`config.mk`:
```
export PLATFORM = sky130hd
export DESIGN_NAME = scalar_position_velocity_tracker_core
export DESIGN_NICKNAME = d
export VERILOG_FILES = /design/src/rtl/spvt_pkg.sv /design/src/rtl/spvt_mul.sv /design/src/rtl/spvt_div.sv /design/src/rtl/scalar_position_velocity_tracker_core.sv
export SDC_FILE = /design/constraint.sdc
export NUM_CORES = 2
export LEC_CHECK = 0
export BUFFER_PORTS_ARGS = -buffer_cell sky130_fd_sc_hd__buf_2
export CAP_MARGIN = 20
export CORE_AREA = 10 10 332 334
export DETAILED_ROUTE_END_ITERATION = 10
export DIE_AREA = 0 0 342 344
export MAX_ROUTING_LAYER = met4
export PLACE_DENSITY_LB_ADDON = 0.1
export SETUP_SLACK_MARGIN = 0.4
export SLEW_MARGIN = 20
export SYNTH_ARGS = -nofsm -noshare
export SYNTH_HDL_FRONTEND = slang
export SYNTH_SLANG_ARGS = --single-unit
```
`constraint.sdc`:
```
create_clock -name clk -period 23.5 [get_ports clk]
set_input_delay 0 -clock clk [delete_from_list [all_inputs] [get_ports clk]]
set_output_delay 0 -clock clk [all_outputs]
set_load 0.02 [all_outputs]
```
`src/rtl/spvt_pkg.sv`:
```
// Shared constants, register indexes and sequencer states of the position and velocity tracker.
package spvt_pkg;

  localparam int DATA_WIDTH_DEF = 32;
  localparam int FRAC_BITS_DEF  = 16;
  localparam int GAIN_BITS      = 16;
  localparam int GAIN_W         = GAIN_BITS + 1;
  localparam logic [GAIN_W-1:0] GAIN_ONE = GAIN_W'(1) << GAIN_BITS;

  localparam int NUM_REGS = 5;
  localparam logic [2:0] REG_INIT_POS  = 3'd0;
  localparam logic [2:0] REG_INIT_VEL  = 3'd1;
  localparam logic [2:0] REG_INIT_VAR  = 3'd2;
  localparam logic [2:0] REG_PROC_NOISE = 3'd3;
  localparam logic [2:0] REG_MEAS_NOISE = 3'd4;

  localparam longint unsigned RST_INIT_VAR   = 65536;
  localparam longint unsigned RST_PROC_NOISE = 655;
  localparam longint unsigned RST_MEAS_NOISE = 65536;

  typedef enum logic [3:0] {
    ST_IDLE,
    ST_PV_GO,
    ST_PV_RUN,
    ST_GAIN_GO,
    ST_GAIN_RUN,
    ST_RES_GO,
    ST_RES_RUN,
    ST_VEL_GO,
    ST_VEL_RUN,
    ST_DIV_GO,
    ST_DIV_RUN,
    ST_VAR_GO,
    ST_VAR_RUN,
    ST_DONE
  } state_t;

endpackage

```
`src/rtl/spvt_mul.sv`:
```
// Bit-serial shift-and-add multiplier, one multiplier bit per cycle.
module spvt_mul #(
  parameter int AW = 33,
  parameter int BW = 32
) (
  input  logic             clk,
  input  logic             rst_n,
  input  logic             start,
  input  logic [AW-1:0]    a,
  input  logic [BW-1:0]    b,
  output logic             done,
  output logic [AW+BW-1:0] prod
);

  localparam int CW = $clog2(BW + 1);

  logic [AW+BW-1:0] acc_r, acc_nxt;
  logic [AW-1:0]    a_r, a_nxt;
  logic [CW-1:0]    cnt_r, cnt_nxt;
  logic             busy_r, busy_nxt;
  logic             done_r, done_nxt;
  logic [AW:0]      sum;

  always_comb begin
    sum      = {1'b0, acc_r[AW+BW-1:BW]} + (acc_r[0] ? {1'b0, a_r} : '0);
    acc_nxt  = acc_r;
    a_nxt    = a_r;
    cnt_nxt  = cnt_r;
    busy_nxt = busy_r;
    done_nxt = 1'b0;
    if (start) begin
      acc_nxt  = {{AW{1'b0}}, b};
      a_nxt    = a;
      cnt_nxt  = CW'(BW);
      busy_nxt = 1'b1;
    end else if (busy_r) begin
      acc_nxt = {sum, acc_r[BW-1:1]};
      cnt_nxt = cnt_r - CW'(1);
      if (cnt_r == CW'(1)) begin
        busy_nxt = 1'b0;
        done_nxt = 1'b1;
      end
    end
  end

  always_ff @(posedge clk) begin
    if (!rst_n) begin
      cnt_r  <= '0;
      busy_r <= 1'b0;
      done_r <= 1'b0;
    end else begin
      cnt_r  <= cnt_nxt;
      busy_r <= busy_nxt;
      done_r <= done_nxt;
    end
  end

  always_ff @(posedge clk) begin
    acc_r <= acc_nxt;
    a_r   <= a_nxt;
  end

  assign done = done_r;
  assign prod = acc_r;

endmodule

```
`src/rtl/spvt_div.sv`:
```
// Restoring divider, one quotient bit per cycle.
module spvt_div #(
  parameter int NW = 66,
  parameter int DW = 52
) (
  input  logic          clk,
  input  logic          rst_n,
  input  logic          start,
  input  logic [NW-1:0] num,
  input  logic [DW-1:0] den,
  output logic          done,
  output logic [NW-1:0] quo
);

  localparam int CW = $clog2(NW + 1);

  logic [NW-1:0] q_r, q_nxt;
  logic [DW-1:0] rem_r, rem_nxt;
  logic [DW-1:0] d_r, d_nxt;
  logic [CW-1:0] cnt_r, cnt_nxt;
  logic          busy_r, busy_nxt;
  logic          done_r, done_nxt;
  logic [DW:0]   trial;
  logic [DW:0]   diff;
  logic          ge;

  always_comb begin
    trial    = {rem_r, q_r[NW-1]};
    diff     = trial - {1'b0, d_r};
    ge       = trial >= {1'b0, d_r};
    q_nxt    = q_r;
    rem_nxt  = rem_r;
    d_nxt    = d_r;
    cnt_nxt  = cnt_r;
    busy_nxt = busy_r;
    done_nxt = 1'b0;
    if (start) begin
      q_nxt    = num;
      rem_nxt  = '0;
      d_nxt    = den;
      cnt_nxt  = CW'(NW);
      busy_nxt = 1'b1;
    end else if (busy_r) begin
      rem_nxt = ge ? diff[DW-1:0] : trial[DW-1:0];
      q_nxt   = {q_r[NW-2:0], ge};
      cnt_nxt = cnt_r - CW'(1);
      if (cnt_r == CW'(1)) begin
        busy_nxt = 1'b0;
        done_nxt = 1'b1;
      end
    end
  end

  always_ff @(posedge clk) begin
    if (!rst_n) begin
      cnt_r  <= '0;
      busy_r <= 1'b0;
      done_r <= 1'b0;
    end else begin
      cnt_r  <= cnt_nxt;
      busy_r <= busy_nxt;
      done_r <= done_nxt;
    end
  end

  always_ff @(posedge clk) begin
    q_r   <= q_nxt;
    rem_r <= rem_nxt;
    d_r   <= d_nxt;
  end

  assign done = done_r;
  assign quo  = q_r;

endmodule

```
`src/rtl/scalar_position_velocity_tracker_core.sv`:
```
// Top level of the fixed-point position and velocity tracker.
//
//   channel  direction  handshake                    contents
//   in_      slave      in_tvalid / in_tready        measured position, time step
//   out_     master     out_tvalid / out_tready      position, velocity, gain; flag in tuser
//   cfg_     APB slave  psel, penable, pwrite        five registers at 4*i (8*i above 32 bits)
//
// The time for one request is set by the shared serial multiplier and the shared serial
// divider used in turn; a zero time step skips one multiply and one divide.
// Reset is synchronous and restores the register defaults and the filter state.
// A new request is taken only when the sequencer is idle; a finished result waits in the
// output register while the next request is already being processed.
module scalar_position_velocity_tracker_core #(
  parameter int DATA_WIDTH = spvt_pkg::DATA_WIDTH_DEF,
  parameter int FRAC_BITS  = spvt_pkg::FRAC_BITS_DEF,
  parameter int CFG_DW     = (DATA_WIDTH > 32) ? 64 : 32,
  parameter int CFG_AW     = (DATA_WIDTH > 32) ? 6 : 5,
  parameter int OUT_W      = ((2 * DATA_WIDTH + spvt_pkg::GAIN_W + 7) / 8) * 8
) (
  input  logic                    clk,
  input  logic                    rst_n,
  input  logic                    in_tvalid,
  output logic                    in_tready,
  // measured_position, time_step
  input  logic [2*DATA_WIDTH-1:0] in_tdata,
  output logic                    out_tvalid,
  input  logic                    out_tready,
  // position_estimate, velocity_estimate, gain_used, zero padding
  output logic [OUT_W-1:0]        out_tdata,
  // zero_step_flag
  output logic                    out_tuser,
  input  logic                    cfg_psel,
  input  logic                    cfg_penable,
  input  logic                    cfg_pwrite,
  input  logic [CFG_AW-1:0]       cfg_paddr,
  input  logic [CFG_DW-1:0]       cfg_pwdata,
  output logic [CFG_DW-1:0]       cfg_prdata,
  output logic                    cfg_pready
);

  import spvt_pkg::*;

  localparam int W  = DATA_WIDTH;
  localparam int F  = FRAC_BITS;
  localparam int MA = W + 1;
  localparam int MB = (W > GAIN_W) ? W : GAIN_W;
  localparam int MW = MA + MB;
  localparam int NW = MA + GAIN_W + F;
  localparam int DW = W + 4 + GAIN_BITS;
  localparam int XW = (MW > NW) ? MW + 2 : NW + 2;
  localparam int AS = CFG_AW - 3;

  state_t state_r, state_nxt;

  logic [W-1:0]      cfg_r [NUM_REGS];
  logic [W-1:0]      pos_r, pos_nxt;
  logic [W-1:0]      vel_r, vel_nxt;
  logic [W-1:0]      var_r, var_nxt;
  logic [W-1:0]      meas_r, meas_nxt;
  logic [W-1:0]      dt_r, dt_nxt;
  logic [W-1:0]      varp_r, varp_nxt;
  logic [W:0]        den_r, den_nxt;
  logic [W-1:0]      pp_r, pp_nxt;
  logic [GAIN_W-1:0] g_r, g_nxt;
  logic [W-1:0]      pn_r, pn_nxt;
  logic [W-1:0]      vn_r, vn_nxt;
  logic [W-1:0]      varn_r, varn_nxt;
  logic              flag_r, flag_nxt;
  logic              out_valid_r, out_valid_nxt;
  logic [W-1:0]      out_pos_r, out_pos_nxt;
  logic [W-1:0]      out_vel_r, out_vel_nxt;
  logic [GAIN_W-1:0] out_g_r, out_g_nxt;
  logic              out_flag_r, out_flag_nxt;

  logic              in_acc;
  logic              out_load;
  logic              cfg_wr;
  logic [2:0]        cfg_idx;

  logic              mul_start, mul_done;
  logic [MA-1:0]     mul_a;
  logic [MB-1:0]     mul_b;
  logic [MW-1:0]     mul_prod;
  logic              div_start, div_done;
  logic [NW-1:0]     div_num;
  logic [DW-1:0]     div_den;
  logic [NW-1:0]     div_quo;

  logic [W:0]        s_var;
  logic [W:0]        vel_x, res_x, r2_x;
  logic [W:0]        vel_mag, res_mag, r2_mag;
  logic [W+3:0]      dt10;
  logic [XW-1:0]     sh, sum;

  function automatic logic [W-1:0] sat_fn(input logic [XW-1:0] v);
    logic [XW-W:0] top;
    top = v[XW-1:W-1];
    if ((&top) || !(|top)) begin
      sat_fn = v[W-1:0];
    end else if (v[XW-1]) begin
      sat_fn = {1'b1, {(W-1){1'b0}}};
    end else begin
      sat_fn = {1'b0, {(W-1){1'b1}}};
    end
  endfunction

  assign in_acc     = in_tvalid && in_tready;
  assign out_load   = (state_r == ST_DONE) && (!out_valid_r || out_tready);
  assign cfg_wr     = cfg_psel && cfg_penable && cfg_pwrite && cfg_pready;
  assign cfg_idx    = cfg_paddr[CFG_AW-1:AS];
  assign cfg_pready = 1'b1;
  assign cfg_prdata = (cfg_idx < 3'(NUM_REGS)) ? CFG_DW'(cfg_r[cfg_idx]) : '0;

  assign vel_x   = (MA)'($signed(vel_r));
  assign res_x   = (MA)'($signed(meas_r)) - (MA)'($signed(pp_r));
  assign r2_x    = (MA)'($signed(meas_r)) - (MA)'($signed(pn_r));
  assign vel_mag = vel_x[W] ? -vel_x : vel_x;
  assign res_mag = res_x[W] ? -res_x : res_x;
  assign r2_mag  = r2_x[W] ? -r2_x : r2_x;
  assign dt10    = {1'b0, dt_r, 3'b000} + {3'b000, dt_r, 1'b0};
  assign s_var   = {1'b0, var_r} + {1'b0, cfg_r[REG_PROC_NOISE]};

  spvt_mul #(.AW(MA), .BW(MB)) u_mul (
    .clk   (clk),
    .rst_n (rst_n),
    .start (mul_start),
    .a     (mul_a),
    .b     (mul_b),
    .done  (mul_done),
    .prod  (mul_prod)
  );

  spvt_div #(.NW(NW), .DW(DW)) u_div (
    .clk   (clk),
    .rst_n (rst_n),
    .start (div_start),
    .num   (div_num),
    .den   (div_den),
    .done  (div_done),
    .quo   (div_quo)
  );

  always_comb begin
    state_nxt = state_r;
    unique case (state_r)
      ST_IDLE:     if (in_acc) state_nxt = ST_PV_GO;
      ST_PV_GO:    state_nxt = ST_PV_RUN;
      ST_PV_RUN:   if (mul_done) state_nxt = ST_GAIN_GO;
      ST_GAIN_GO:  state_nxt = ST_GAIN_RUN;
      ST_GAIN_RUN: if (div_done) state_nxt = ST_RES_GO;
      ST_RES_GO:   state_nxt = ST_RES_RUN;
      ST_RES_RUN: begin
        if (mul_done) state_nxt = (dt_r == '0) ? ST_VAR_GO : ST_VEL_GO;
      end
      ST_VEL_GO:   state_nxt = ST_VEL_RUN;
      ST_VEL_RUN:  if (mul_done) state_nxt = ST_DIV_GO;
      ST_DIV_GO:   state_nxt = ST_DIV_RUN;
      ST_DIV_RUN:  if (div_done) state_nxt = ST_VAR_GO;
      ST_VAR_GO:   state_nxt = ST_VAR_RUN;
      ST_VAR_RUN:  if (mul_done) state_nxt = ST_DONE;
      ST_DONE:     if (out_load) state_nxt = ST_IDLE;
      default:     state_nxt = ST_IDLE;
    endcase
  end

  always_comb begin
    in_tready = 1'b0;
    mul_start = 1'b0;
    div_start = 1'b0;
    mul_a     = vel_mag;
    mul_b     = MB'(dt_r);
    div_num   = NW'({varp_r, {GAIN_BITS{1'b0}}});
    div_den   = DW'(den_r);
    unique case (state_r)
      ST_IDLE:    in_tready = 1'b1;
      ST_PV_GO:   mul_start = 1'b1;
      ST_GAIN_GO: div_start = 1'b1;
      ST_RES_GO: begin
        mul_start = 1'b1;
        mul_a     = res_mag;
        mul_b     = MB'(g_r);
      end
      ST_VEL_GO: begin
        mul_start = 1'b1;
        mul_a     = r2_mag;
        mul_b     = MB'(g_r);
      end
      ST_DIV_GO: begin
        div_start = 1'b1;
        div_num   = {mul_prod[MA+GAIN_W-1:0], {F{1'b0}}};
        div_den   = {dt10, {GAIN_BITS{1'b0}}};
      end
      ST_VAR_GO: begin
        mul_start = 1'b1;
        mul_a     = {1'b0, varp_r};
        mul_b     = MB'(GAIN_ONE - g_r);
      end
      default: begin
      end
    endcase
  end

  always_comb begin
    pos_nxt       = pos_r;
    vel_nxt       = vel_r;
    var_nxt       = var_r;
    meas_nxt      = meas_r;
    dt_nxt        = dt_r;
    varp_nxt      = varp_r;
    den_nxt       = den_r;
    pp_nxt        = pp_r;
    g_nxt         = g_r;
    pn_nxt        = pn_r;
    vn_nxt        = vn_r;
    varn_nxt      = varn_r;
    flag_nxt      = flag_r;
    out_pos_nxt   = out_pos_r;
    out_vel_nxt   = out_vel_r;
    out_g_nxt     = out_g_r;
    out_flag_nxt  = out_flag_r;
    out_valid_nxt = out_valid_r && !out_tready;
    sh            = '0;
    sum           = '0;

    if (in_acc) begin
      meas_nxt = in_tdata[W-1:0];
      dt_nxt   = in_tdata[2*W-1:W];
      varp_nxt = s_var[W] ? {W{1'b1}} : s_var[W-1:0];
    end

    if (state_r == ST_PV_RUN && mul_done) begin
      sh      = XW'(mul_prod[MW-1:F]);
      sum     = XW'($signed(pos_r)) + (vel_x[W] ? {XW{1'b0}} - sh : sh);
      pp_nxt  = sat_fn(sum);
      den_nxt = {1'b0, varp_r} + {1'b0, cfg_r[REG_MEAS_NOISE]};
    end

    if (state_r == ST_GAIN_RUN && div_done) begin
      g_nxt = (den_r == '0) ? '0 : div_quo[GAIN_W-1:0];
    end

    if (state_r == ST_RES_RUN && mul_done) begin
      sh       = XW'(mul_prod[MW-1:GAIN_BITS]);
      sum      = XW'($signed(pp_r)) + (res_x[W] ? {XW{1'b0}} - sh : sh);
      pn_nxt   = sat_fn(sum);
      flag_nxt = (dt_r == '0);
      vn_nxt   = vel_r;
    end

    if (state_r == ST_DIV_RUN && div_done) begin
      sh     = XW'(div_quo);
      sum    = XW'($signed(vel_r)) + (r2_x[W] ? {XW{1'b0}} - sh : sh);
      vn_nxt = sat_fn(sum);
    end

    if (state_r == ST_VAR_RUN && mul_done) begin
      varn_nxt = mul_prod[GAIN_BITS+W-1:GAIN_BITS];
    end

    if (out_load) begin
      out_valid_nxt = 1'b1;
      out_pos_nxt   = pn_r;
      out_vel_nxt   = vn_r;
      out_g_nxt     = g_r;
      out_flag_nxt  = flag_r;
      pos_nxt       = pn_r;
      vel_nxt       = vn_r;
      var_nxt       = varn_r;
    end

    if (cfg_wr && cfg_idx < 3'(NUM_REGS)) begin
      pos_nxt = (cfg_idx == REG_INIT_POS) ? cfg_pwdata[W-1:0] : cfg_r[REG_INIT_POS];
      vel_nxt = (cfg_idx == REG_INIT_VEL) ? cfg_pwdata[W-1:0] : cfg_r[REG_INIT_VEL];
      var_nxt = (cfg_idx == REG_INIT_VAR) ? cfg_pwdata[W-1:0] : cfg_r[REG_INIT_VAR];
    end
  end

  always_ff @(posedge clk) begin
    if (!rst_n) begin
      state_r               <= ST_IDLE;
      out_valid_r           <= 1'b0;
      cfg_r[REG_INIT_POS]   <= '0;
      cfg_r[REG_INIT_VEL]   <= '0;
      cfg_r[REG_INIT_VAR]   <= W'(RST_INIT_VAR);
      cfg_r[REG_PROC_NOISE] <= W'(RST_PROC_NOISE);
      cfg_r[REG_MEAS_NOISE] <= W'(RST_MEAS_NOISE);
      pos_r                 <= '0;
      vel_r                 <= '0;
      var_r                 <= W'(RST_INIT_VAR);
    end else begin
      state_r     <= state_nxt;
      out_valid_r <= out_valid_nxt;
      if (cfg_wr && cfg_idx < 3'(NUM_REGS)) begin
        cfg_r[cfg_idx] <= cfg_pwdata[W-1:0];
      end
      pos_r <= pos_nxt;
      vel_r <= vel_nxt;
      var_r <= var_nxt;
    end
  end

  always_ff @(posedge clk) begin
    meas_r     <= meas_nxt;
    dt_r       <= dt_nxt;
    varp_r     <= varp_nxt;
    den_r      <= den_nxt;
    pp_r       <= pp_nxt;
    g_r        <= g_nxt;
    pn_r       <= pn_nxt;
    vn_r       <= vn_nxt;
    varn_r     <= varn_nxt;
    flag_r     <= flag_nxt;
    out_pos_r  <= out_pos_nxt;
    out_vel_r  <= out_vel_nxt;
    out_g_r    <= out_g_nxt;
    out_flag_r <= out_flag_nxt;
  end

  assign out_tvalid = out_valid_r;
  assign out_tdata  = OUT_W'({out_g_r, out_vel_r, out_pos_r});
  assign out_tuser  = out_flag_r;

  a_gain_range: assert property (@(posedge clk) disable iff (!rst_n)
    out_tvalid |-> (out_g_r <= GAIN_ONE))
    else $error("gain above one");

  a_one_at_a_time: assert property (@(posedge clk) disable iff (!rst_n)
    in_acc |=> !in_tready)
    else $error("request taken while busy");

  a_flag_zero_step: assert property (@(posedge clk) disable iff (!rst_n)
    (state_r == ST_DONE && flag_r) |-> (dt_r == '0))
    else $error("zero step flag with nonzero step");

endmodule

```
# Word-level counts from Yosys, hierarchy flattened
# Memory sizes are Yosys's and may differ from the RTL's.
# Index checks and enable logic that the tools add are counted.
[word_totals]
elab_cells = 194
out_inout_bits = 124
mem_bits_rw = 160
memories = 1
regBits = 743
[memory_table]
columns = ["memory", "depth", "word_bits", "rd", "rd_ports_with_merged_regs", "wr", "line_no", "text"]
rows = [
  ["cfg_r", 5, 32, 6, 0, 5, "scalar_position_velocity_tracker_core.sv:55", "logic [W-1:0] cfg_r [NUM_REGS];"],
]
[op_classes]
reduce_logical = 43
n_mux = 67
n_addsub = 18
order_cmp = 2
n_bitwise = 3
eq_ne = 25
[op_table]
columns = ["cell", "n"]
rows = [
  ["32-bit 2-to-1 mux", 21],
  ["68-bit adder", 3],
  ["68-bit 2-to-1 mux", 3],
  ["66-bit 2-to-1 mux", 3],
  ["33-bit 2-to-1 mux", 5],
  ["37-bit AND reduction", 3],
  ["37-bit OR reduction", 3],
  ["33-bit negation", 3],
  ["33-bit one-hot mux with 3 select lines", 1],
  ["1-bit by 66-bit subtractor with 67-bit output, first input constant", 1],
  ["32-bit by 32-bit adder with 33-bit output", 2],
  ["32-bit by 32-bit subtractor with 33-bit output", 2],
  ["32-bit one-hot mux with 2 select lines", 1],
  ["4-bit one-hot mux with 14 select lines", 1],
  ["53-bit by 52-bit >= comparator with 1-bit output", 1],
  ["52-bit 2-to-1 mux", 1],
  ["52-bit subtractor", 1],
  ["1-bit by 49-bit subtractor with 50-bit output, first input constant", 1],
  ["35-bit by 33-bit adder with 36-bit output", 1],
  ["4-bit 2-to-1 mux", 9],
  ["33-bit by 33-bit adder with 34-bit output", 1],
  ["33-bit logical NOT", 1],
  ["32-bit logical NOT", 1],
  ["32-bit OR reduction", 1],
  ["other kinds (29)", 88],
]

# Longest topological paths before layout
[logic_depth]
word_depth = 8
mapped_depth = 35
mapped_depth_nobuf = 32

# Hierarchy
# A second synthesis with hierarchy kept.
[unflattened]
cells_unflattened = 7502
area_unflattened_um2 = 68004.0
[by_module_without_submodules]
columns = ["module", "area_per_inst_um2", "n_inst", "seq_area_each_um2", "cells_each"]
rows = [
  ["scalar_position_velocity_tracker_core", 51605.7, 1, 17546.8, 5921],
  ["spvt_div", 10649.0, 1, 4764.6, 1051],
  ["spvt_mul", 5749.3, 1, 2772.7, 530],
]

# Worst setup path before layout
# Ideal clock, no wire load.
[synth_timing]
path_type = "register to register"
from = "register meas_r[0]"
to = "register pn_r[10] (data pin)"
setup_slack_ns = 15.734
period_less_slack_ns = 7.766
path_buffers = 3
arrival_ns = 7.496
setup_time_ns = 0.270
path_stages_with_launch = 35
path_cell_list = "edfxtp_1 -> inv_1 -> ha_1 -> inv_1 -> fa_1 -> a21o_1 -> a211o_1 -> a2111oi_0 -> o21ai_1 -> nand3_1 -> a21oi_1 -> o311ai_1 -> nand2_1 -> a21oi_1 -> mux2i_1 -> clkbuf_1 -> clkbuf_1 -> nand2_1 -> xnor2_1 -> ha_1 -> o21ai_0 -> a21oi_1 -> a211o_1 -> a31o_2 -> a32oi_1 -> o211ai_1 -> a31oi_1 -> o21ai_0 -> xor2_1 -> and4_1 -> and3_1 -> and3_1 -> a31oi_1 -> clkbuf_1 -> a21oi_1"
[synth_between]
elab_chain_cells = 7
elab_cells_between_ends = 9
[synth_lines]
columns = ["element", "line_no", "text"]
rows = [
  ["start: declaration", "scalar_position_velocity_tracker_core.sv:59", "logic [W-1:0] meas_r, meas_nxt;"],
  ["start signal: assignment", "scalar_position_velocity_tracker_core.sv:303", "meas_r <= meas_nxt;"],
  ["32-bit by 32-bit subtractor with 33-bit output *", "scalar_position_velocity_tracker_core.sv:115", "assign res_x = (MA)'($signed(meas_r)) - (MA)'($signed(pp_r));"],
  ["68-bit 2-to-1 mux *", "scalar_position_velocity_tracker_core.sv:244", "sum = XW'($signed(pp_r)) + (res_x[W] ? {XW{1'b0}} - sh : sh);"],
  ["68-bit adder *", "scalar_position_velocity_tracker_core.sv:244", ""],
  ["37-bit OR reduction", "scalar_position_velocity_tracker_core.sv:98", "if ((&top) || !(|top)) begin"],
  ["1-bit logical NOT", "scalar_position_velocity_tracker_core.sv:98", ""],
  ["1-bit logical OR", "scalar_position_velocity_tracker_core.sv:98", ""],
  ["32-bit 2-to-1 mux *", "scalar_position_velocity_tracker_core.sv:98", ""],
  ["end signal: assignment", "scalar_position_velocity_tracker_core.sv:309", "pn_r <= pn_nxt;"],
  ["end: declaration", "scalar_position_velocity_tracker_core.sv:65", "logic [W-1:0] pn_r, pn_nxt;"],
]
# Every way passes the cells marked *; elsewhere a longest branch is shown, timed or not.
# A chain may end at the register's enable or synchronous reset.

# Final worst setup path
[layout_timing]
from = "register meas_r[0]"
to = "register pn_r[8] (data pin)"
# The elaborated chain is that of the path after synthesis.

==> run metrics <==
number of H-tree levels=3; most common library cells after synthesis=nand2_1, edfxtp_1, a21oi_1; first-pass GRT wire length=328 mm; CP max-delay cell=a31o_2; DPL Wire Length=167 mm; PwrDens=91.3 nW/um2; share of cells above drive strength 1=8.01%; DR pass1 iterations=10; r2r endpoint=pn_r[8]; pre-CTS WS=13.53 ns; leading area contributor after synthesis=edfxtp_1; Syn Area/Cell=9.12 um2; Placer Congestion=1.04; Period Utilization, post-route=44.2%; Yosys reg bits=903; CTS tree=built; NumNets Final=7,857; Post-synth EDFFs=700; synth top area cells=edfxtp_1, ha_1, dfxtp_1, xnor2_1, a21oi_1; WP data arrival=10.81 ns; hold path endpoint=dt_r[25]; number of distinct library cells after synthesis=96; hold depth=2; Port Buf Inserts=221; Synth top area share=32.4%; Leak Pwr=29.8 nW; FF-to-FF Start=meas_r[0]; fin area=72,000 um2; largest net degree at the start of global routing=92; Area Overhead vs Synth=11.1%; DR vias/cell=6.54; flop-to-flop setup slack=13.11 ns; Slew headroom=18.6%; fmax=96.3 MHz; die area=118,000 um2; postcts setup bufs=0; Ys Warns=0; cells on worst reg2reg path=32; post-route ant nets=0; area post-placement=67,200 um2; Max Buffers Root-to-Sink=3; CP Max Fanout=70; setup_tns=0 ns; 1st-iter DRT viols=7,711; worst-skew pair later-pin latency=0.72 ns; HP Start=in_tdata[57]; Final setup viols=0; final worst setup slack=13.11 ns; critical path class=reg -> reg; # clock sinks=903; GR Overflow Total=0; RSZ-0062 raised after global routing=false; Critical Path Start Type=flip-flop; final wirelength=224 mm; Max VDD drop=0.0000781 V; CORE AREA=103,000 um2; total number of vias=57,500; I/O pins=232; ys flop type=edfxtp_1; die height=344 um; final clock skew=0.0763 ns; Max Cap Viol=0; vias in the first global route=53,100; drt drc=0; total track usage=37.5%; Crit. End Element=flip-flop; Worst Tran Pin Value=1.22 ns; Worst Hold Class=in -> reg; final hold violations=0; TritonCTS buffer count=99; Die X=342 um; Syn Inst Count=7,114; Pins Over Slew Limit=0; register area share after synthesis=38.7%; post-layout min period=10.39 ns; antenna violations before repair=21; Worst-path clk slew=0.07 ns; Data required, critical path=23.92 ns; WL/cell=25.4 um; most used standard cell by instance count after synthesis=nand2_1; async set or reset register ratio after synthesis=0%; floorplan row count=118; Slowest Stage Delay on Critical Path=0.74 ns; Starting Density=62.8%; outcome=complete, no violations; clock root buffer=clkbuf_16; mapped cell area=64,900 um2; Tot Pwr=6.58 mW
## sequential cells by signal, summed over array words and instances (netlist names), 33 cells and up
name         flops
den_r           33
u_div.quo       66
u_mul.prod      65
u_div.rem_r     52
cfg_r          160
u_mul.a_r       33
u_div.d_r       52
## report_power, final
group | leakage [nW] | total [mW] | switching, mW | internal (mW)
clock | 1.65 | 1.65 | 0.694 | 0.951
sequential | 8.13 | 2.17 | 0.217 | 1.95
combinational | 20.1 | 2.77 | 1.70 | 1.07
## cell usage in the layout, fill, tap and decap left out, types with 24 or more instances in the layout
| master | Yosys | final |
|---|---|---|
| dfxtp_1 | 203 | 200 |
| inv_1 | 296 | 295 |
| o31ai_1 | 76 | 75 |
| o211ai_1 | 44 | 44 |
| nand2_1 | 748 | 746 |
| o21a_1 | 47 | 47 |
| a21oi_1 | 581 | 579 |
| o21ai_1 | 58 | 58 |
| a21o_1 | 218 | 218 |
| edfxtp_1 | 700 | 700 |
| or2_2 | 28 | 28 |
| mux4_2 | 26 | 26 |
| and3_1 | 144 | 143 |
| a211oi_1 | 50 | 50 |
| dlygate4sd3_1 | 0 | 137 |
| nor2b_1 | 83 | 82 |
| or4_1 | 24 | 24 |
| o21bai_1 | 50 | 50 |
| nand3_1 | 129 | 129 |
| buf_4 | 8 | 89 |
| o21ai_0 | 418 | 415 |
| nor2_1 | 478 | 474 |
| clkbuf_16 | 0 | 100 |
| mux2i_1 | 231 | 230 |
| nor3_1 | 103 | 99 |
| xor2_1 | 178 | 178 |
| a31oi_1 | 70 | 67 |
| ha_1 | 425 | 425 |
| and2_1 | 258 | 256 |
| nor4_1 | 52 | 51 |
| xnor2_1 | 416 | 416 |
| or3_1 | 76 | 75 |
| nand2b_1 | 79 | 76 |
| buf_2 | 4 | 220 |
| nand4_1 | 71 | 71 |
## logic make-up (layout without fill, tap and decap cells)
kind of cell	after synthesis	in the layout	synth area share [%]
flip-flops	903	903	38.7
AO/OA/AOI/OAI	1898	1898	18.3
multiplexers	267	267	4.64
other	2	26	0.0116
adder cells (fa/ha/maj)	435	435	8.51
AND/OR/NAND/NOR	2362	2362	18.0
XOR/XNOR	594	594	8.02
buffers and inverters	653	933	3.83
## how the worst max path moves through the flow
| stage | startpoint | endpoint | slack (ns) | cells after the start |
|---|---|---|---|---|
| after floorplan | meas_r[0] | pn_r[10] | 15.73 | 34 |
| after detailed placement | meas_r[0] | pn_r[8] | 13.53 | 32 |
| after global routing | meas_r[0] | pn_r[8] | 12.46 | 32 |
| after global placement | meas_r[0] | pn_r[8] | 13.56 | 32 |
| final | meas_r[0] | pn_r[8] | 13.11 | 32 |
| after CTS | meas_r[0] | pn_r[8] | 13.48 | 32 |
## worst max-delay path: cells and delay by family, from the launching register on
family                   cells  cell delay (ns)
AND/OR/NAND/NOR              6             0.96
XOR/XNOR                     1             0.24
flip-flops                   1             0.35
buffers and inverters        3             0.81
adder cells (fa/ha/maj)      3             0.86
AO/OA/AOI/OAI               18             6.52
multiplexers                 1             0.28
## per-layer routing
| metal | vias to the layer above | share of wire (%) | global-route usage [%] |
|---|---|---|---|
| li1 | 26400 | - | - |
| met1 | 27200 | 40 | 49.3 |
| met2 | 3401 | 42 | 53.1 |
| met3 | 618 | 13 | 9.98 |
| met4 | 0 | 5.8 | 18.5 |
| met5 | - | 0 | - |
## stage by stage
stage / util, % / std cells / hold WS, ns
after floorplan: - / 7120 / 0.0989
after global placement: 65.1 / 8455 / 0.177
after detailed placement: 65.1 / 8455 / 0.178
after CTS: 69.8 / 8779 / 0.00129
after global routing: 69.8 / 8794 / 0.0123
final: 69.8 / 8798 / 0.0366
## cell type report
| type | instances | area [um2] |
|---|---|---|
| repair buffers | 447 | 3150 |
| fillers | 7947 | 31200 |
| inverters | 299 | 1130 |
| flip-flops and latches | 903 | 25100 |
| clock inverters | 59 | 731 |
| clock buffers | 128 | 2700 |
| multi-input cells | 5564 | 37500 |
| diodes | 18 | 45.0 |
| well taps | 1380 | 1730 |
## what timing repair did
| item | 4_1_cts | 5_1_grt |
|---|---|---|
| hold endpoints to repair | 321 | 0 |
| gates resized for setup | 0 | 0 |
| hold buffers | 137 | 0 |
Power figures use the tool's default switching activity.
